--- src/hw/rtl/lenp_pkg.sv ---
// Shared types, constants and fixed-point helpers for the lens distortion projector.
// No dependencies.
`timescale 1ns / 1ps
package lenp_pkg;

   localparam int DW = 32;              // word width
   localparam int FB = 24;              // fraction bits of Q8.24
   localparam int IB = DW - FB;         // integer bits
   localparam int DIV_STEP = 4;         // quotient bits per divider stage
   localparam int DIV_ST = DW / DIV_STEP;
   localparam int DIV_NST = DIV_ST + 2; // setup + iterate + finish
   localparam int POLY_NST = 9;
   localparam int NST = DIV_NST + POLY_NST;
   localparam int CSR_IW = 3;

   localparam logic [DW-1:0] SMAX = {1'b0, {(DW-1){1'b1}}};
   localparam logic [DW-1:0] SMIN = {1'b1, {(DW-1){1'b0}}};
   localparam logic [DW-1:0] QONE = DW'(1) << FB;
   localparam logic [2*DW-1:0] HALF = (2*DW)'(1) << (FB - 1);

   localparam logic [CSR_IW-1:0] REG_TAN_ONE = 3'd0;
   localparam logic [CSR_IW-1:0] REG_TAN_TWO = 3'd1;
   localparam logic [CSR_IW-1:0] REG_RAD_ONE = 3'd2;
   localparam logic [CSR_IW-1:0] REG_RAD_TWO = 3'd3;
   localparam logic [CSR_IW-1:0] REG_RAD_THREE = 3'd4;

   localparam logic [1:0] ST_OK = 2'd0;
   localparam logic [1:0] ST_DEPTH = 2'd1;
   localparam logic [1:0] ST_SAT = 2'd2;

   typedef struct packed {
      logic signed [DW-1:0] point_x;
      logic signed [DW-1:0] point_y;
      logic signed [DW-1:0] point_z;
   } req_type;

   typedef struct packed {
      logic signed [DW-1:0] dist_x;
      logic signed [DW-1:0] dist_y;
      logic [1:0]           status;
   } rsp_type;

   typedef struct packed {
      logic signed [DW-1:0] tangential_one;
      logic signed [DW-1:0] tangential_two;
      logic signed [DW-1:0] radial_one;
      logic signed [DW-1:0] radial_two;
      logic signed [DW-1:0] radial_three;
   } coef_type;

   typedef struct packed {
      logic signed [DW-1:0] val;
      logic                 sat;
   } res_type;

   typedef struct packed {
      logic signed [DW-1:0] val;
      logic                 sat;
      logic                 bad;
   } div_out_type;

   // Q8.24 product, round half away from zero, clamped
   function automatic res_type mul_q(input logic signed [DW-1:0] a,
                                     input logic signed [DW-1:0] b);
      logic            neg;
      logic [DW-1:0]   ua;
      logic [DW-1:0]   ub;
      logic [2*DW-1:0] p;
      logic [2*DW-1:0] rl;
      logic [DW-1:0]   lim;
      res_type         r;
      neg = a[DW-1] ^ b[DW-1];
      ua = a[DW-1] ? (~a + 1'b1) : a;
      ub = b[DW-1] ? (~b + 1'b1) : b;
      p = (2*DW)'(ua) * (2*DW)'(ub);
      rl = (p + HALF) >> FB;
      lim = neg ? SMIN : SMAX;
      r.sat = rl > (2*DW)'(lim);
      if (r.sat) begin
         r.val = neg ? SMIN : SMAX;
      end else begin
         r.val = neg ? (~rl[DW-1:0] + 1'b1) : rl[DW-1:0];
      end
      return r;
   endfunction

   // saturating sum
   function automatic res_type add_q(input logic signed [DW-1:0] a,
                                     input logic signed [DW-1:0] b);
      logic [DW:0] s;
      res_type     r;
      s = {a[DW-1], a} + {b[DW-1], b};
      r.sat = s[DW] != s[DW-1];
      if (r.sat) begin
         r.val = s[DW] ? SMIN : SMAX;
      end else begin
         r.val = s[DW-1:0];
      end
      return r;
   endfunction

endpackage

--- src/hw/rtl/lenp_div.sv ---
// Pipelined restoring divider: signed numerator over positive depth, Q8.24 quotient.
// Depends on lenp_pkg.
`timescale 1ns / 1ps
module lenp_div import lenp_pkg::*; (
   input  logic                 clock,
   input  logic [DIV_NST-1:0]   en,
   input  logic signed [DW-1:0] num,
   input  logic signed [DW-1:0] den,
   output div_out_type          res
);

   logic [DW-1:0] rem_ff [DIV_ST+1];
   logic [DW-1:0] nb_ff  [DIV_ST+1];
   logic [DW-1:0] q_ff   [DIV_ST+1];
   logic [DW-1:0] ud_ff  [DIV_ST+1];
   logic          neg_ff [DIV_ST+1];
   logic          ovf_ff [DIV_ST+1];
   logic          bad_ff [DIV_ST+1];
   div_out_type   res_ff;

   logic [DW-1:0] un;
   logic [DW-1:0] ud;
   logic          bad;

   always_comb begin
      un = num[DW-1] ? (~num + 1'b1) : num;
      bad = den[DW-1] || (den == '0);
      ud = bad ? DW'(1) : den;
   end

   // dividend is un << FB; its top DW-IB bits seed the remainder
   always_ff @(posedge clock) begin
      if (en[0]) begin
         rem_ff[0] <= un >> IB;
         nb_ff[0]  <= {un[IB-1:0], {FB{1'b0}}};
         q_ff[0]   <= '0;
         ud_ff[0]  <= ud;
         neg_ff[0] <= num[DW-1];
         ovf_ff[0] <= (un >> IB) >= ud;
         bad_ff[0] <= bad;
      end
   end

   for (genvar i = 0; i < DIV_ST; i++) begin : g_iter
      logic [DW-1:0] r_c;
      logic [DW-1:0] n_c;
      logic [DW-1:0] q_c;

      always_comb begin
         r_c = rem_ff[i];
         n_c = nb_ff[i];
         q_c = q_ff[i];
         for (int j = 0; j < DIV_STEP; j++) begin
            r_c = {r_c[DW-2:0], n_c[DW-1]};
            n_c = n_c << 1;
            if (r_c >= ud_ff[i]) begin
               r_c = r_c - ud_ff[i];
               q_c = {q_c[DW-2:0], 1'b1};
            end else begin
               q_c = {q_c[DW-2:0], 1'b0};
            end
         end
      end

      always_ff @(posedge clock) begin
         if (en[i+1]) begin
            rem_ff[i+1] <= r_c;
            nb_ff[i+1]  <= n_c;
            q_ff[i+1]   <= q_c;
            ud_ff[i+1]  <= ud_ff[i];
            neg_ff[i+1] <= neg_ff[i];
            ovf_ff[i+1] <= ovf_ff[i];
            bad_ff[i+1] <= bad_ff[i];
         end
      end
   end

   // sign and clamp
   div_out_type res_in;
   logic [DW-1:0] lim;

   always_comb begin
      lim = neg_ff[DIV_ST] ? SMIN : SMAX;
      res_in.bad = bad_ff[DIV_ST];
      res_in.sat = ovf_ff[DIV_ST] || (q_ff[DIV_ST] > lim);
      if (res_in.sat) begin
         res_in.val = neg_ff[DIV_ST] ? SMIN : SMAX;
      end else begin
         res_in.val = neg_ff[DIV_ST] ? (~q_ff[DIV_ST] + 1'b1) : q_ff[DIV_ST];
      end
   end

   always_ff @(posedge clock) begin
      if (en[DIV_NST-1]) begin
         res_ff <= res_in;
      end
   end

   assign res = res_ff;

endmodule

--- config.mk ---
export PLATFORM = sky130hd
export DESIGN_NAME = lenp_div
export DESIGN_NICKNAME = d
export VERILOG_FILES = /design/src/hw/rtl/lenp_pkg.sv /design/src/hw/rtl/lenp_div.sv
export SDC_FILE = /design/constraint.sdc
export NUM_CORES = 2
export LEC_CHECK = 0
export ABC_AREA = 0
export BUFFER_PORTS_ARGS = -buffer_cell sky130_fd_sc_hd__buf_2
export CORE_AREA = 3 3 491 493
export DETAILED_ROUTE_END_ITERATION = 6
export DIE_AREA = 0 0 494 496
export GPL_ROUTABILITY_DRIVEN = 0
export PLACE_DENSITY_LB_ADDON = 0.1
export SYNTH_ARGS = -nofsm -noshare
export SYNTH_HDL_FRONTEND = slang
export SYNTH_SLANG_ARGS = --single-unit
--- constraint.sdc ---
create_clock -name clock -period 33.6 [get_ports clock]
set_clock_uncertainty 0.15 [all_clocks]
set_input_delay 5.04 -clock clock [delete_from_list [all_inputs] [get_ports clock]]
set_output_delay 5.04 -clock clock [all_outputs]
set_load 0.01 [all_outputs]
==> flow_summary.ini <==
[status]
status = finished clean

[worst_setup_path]
cp-start-kind = flip-flop
cp_common_cell = a21oi_1
cp_slowest_stage_delay_ns = 1.01
worstPathMaxFanout = 45
cp_slowest_cell = a2111oi_1
cp_num_buf_inv = 6
cp-end-kind = flip-flop
crit_family = compound AO/OA/AOI/OAI gates
crit_required_ns = 33.86
cp.arrival_ns = 15.79
path_class = reg2reg

[grt]
grt_antenna_before_repair = 14
grt.total_usage = 0.207
grt_pass1_wl_microns = 402000
grt_max_degree = 68
grt_pass1_vias = 68909
overflow = 0

[clocking]
root_buffer = clkbuf_16
ctsResizeCount = 0
cts_tree = yes
clk_pin_slew_worst_paths_ns = 0.06
post-cts-setup-buffers = 0
cts-htree-levels = 3
clk_latency_ns = 0.76
clock_sinks = 714
numCtsBuffers = 86
clock_path_buffers = 3
postCtsHoldBufs = 0

[timing]
tightest_slew_ns = 1.17
finalCritPeriodShare = 0.462
relSlewSlack = 0.218
setup_viol_count_final = 0
fin_setup_tns_ns = 0
rsz0062_at_grt = no
hold_violations = 0
clock.fmax_mhz = 64.4
period_needed_ns = 15.53
final-max-slew-violation-count = 0
finalWorstSetupSlack_ns = 18.07

[synth]
ys_async_sr_fraction = 0
synth_area_leaders = edfxtp_1, ha_1, mux2_2
yosys.area.top_type = edfxtp_1
synth_top_area_frac = 0.259
synth.yosys.seq_area_share = 0.259
ys_types = 106
yosysWarnings = 0
synth_edf_count = 714
ys_ff_latch = 714
syn_inst = 9297
syn_area_sq_um = 82800
synth_nets = 10442
synthFlopType = edfxtp_1
avgSynthCellArea_sq_um = 8.90

[detailed_routing]
post_drt_via_cell_ratio = 5.68
firstDrtPassIters = 6
wirelength_microns = 264000
avgRoutedWirePerCell_microns = 21.0
drc = 0
drt_iter0_drc = 4660
ant_nets = 0
vias = 71300

[layout]
area_delta_synth_final_pct = 8.54
final_common_cell = ha_1
final_cell_mix = ha_1, a21oi_1, edfxtp_1, nand2_1, nor2_1
layout.nets = 10462
drive_gt1_frac = 0.106
final_util = 0.378

[floorplanning]
start_util = 0.349
io_pins = 109
rows = 179
die_area_sq_um = 245000
fp.coreArea_sq_um = 237000
die_x_microns = 494
die_y_microns = 496

[placement]
dp_hpwl_microns = 216000
portBuffers = 108
dpl_worst_slack_ns = 18.22

[flow_run]
cap_viol_max_count = 0

[hold_path]
hp-class = reg2reg
==> cells in the mapped netlist, drive strengths merged, types with 164 or more instances <==
library cell  instances
a21oi               831
mux2                587
xor2                247
xnor2               557
a21o                429
o21ai               553
clkbuf              164
inv                 537
edfxtp              714
nand2               642
nand3               200
nor2                627
ha                 1056
o21a                169
==> per-layer routing <==
metal	track usage	wire length, microns	vias to the layer above
li1	-	-	35103
met1	0.293	128000	34369
met2	0.334	117000	1512
met3	0.0227	11100	316
met4	0.0581	7690	0
met5	0	0	-
==> layout make-up <==
| type | instances | area, sq um |
|---|---|---|
| Fill cell | 23978 | 148000 |
| Multi-Input combinational cell | 7828 | 58600 |
| Sequential cell | 714 | 21400 |
| Tap cell | 3167 | 3960 |
| Clock buffer | 92 | 2170 |
| Inverter | 538 | 2020 |
| Timing Repair Buffer | 149 | 866 |
| Clock inverter | 67 | 790 |
| Antenna cell | 2 | 5.00 |
==> sequential cells by signal (all words and copies together), names as in the netlist <==
signal and cells:
neg_ff 9, ovf_ff 9, res 34, rem_ff 241, q_ff 144, ud_ff 256, nb_ff 12, bad_ff 9
==> logic make-up after synthesis <==
kind of cell,Yosys count,synth area share
multiplexers,654,0.0880
adder cells (fa/ha/maj),1070,0.163
flip-flops,714,0.259
other,1,0.0000453
buffers and inverters,755,0.0352
AND/OR/NAND/NOR,2387,0.140
AO/OA/AOI/OAI,2912,0.230
XOR/XNOR,804,0.0851
==> metrics by stage <==
stage | instances | cell area (sq um) | hold slack [ns]
2_1_floorplan | 9297 | 82800 | 0.250
3_3_place_gp | 12396 | 86900 | 0.251
3_5_place_dp | 12396 | 86900 | 0.255
4_1_cts | 12555 | 89800 | 0.230
5_1_grt | 12557 | 89800 | 0.237
6_report | 12557 | 89800 | 0.243
==> worst paths after layout <==
| check | cells past startpoint | startpoint | to | slack [ns] |
|---|---|---|---|---|
| max | 46 | ud_ff[0][128] | rem_ff[0][173] | 18.07 |
| min | 0 | nb_ff[0][20] | nb_ff[0][52] | 0.24 |
| max reg2reg | 46 | ud_ff[0][128] | rem_ff[0][173] | 18.07 |
| min reg2reg | 0 | nb_ff[0][20] | nb_ff[0][52] | 0.24 |
Power is left out: the tool's default activity adds up to more than one toggle a clock period on the data nets, which glitch-free logic cannot reach.
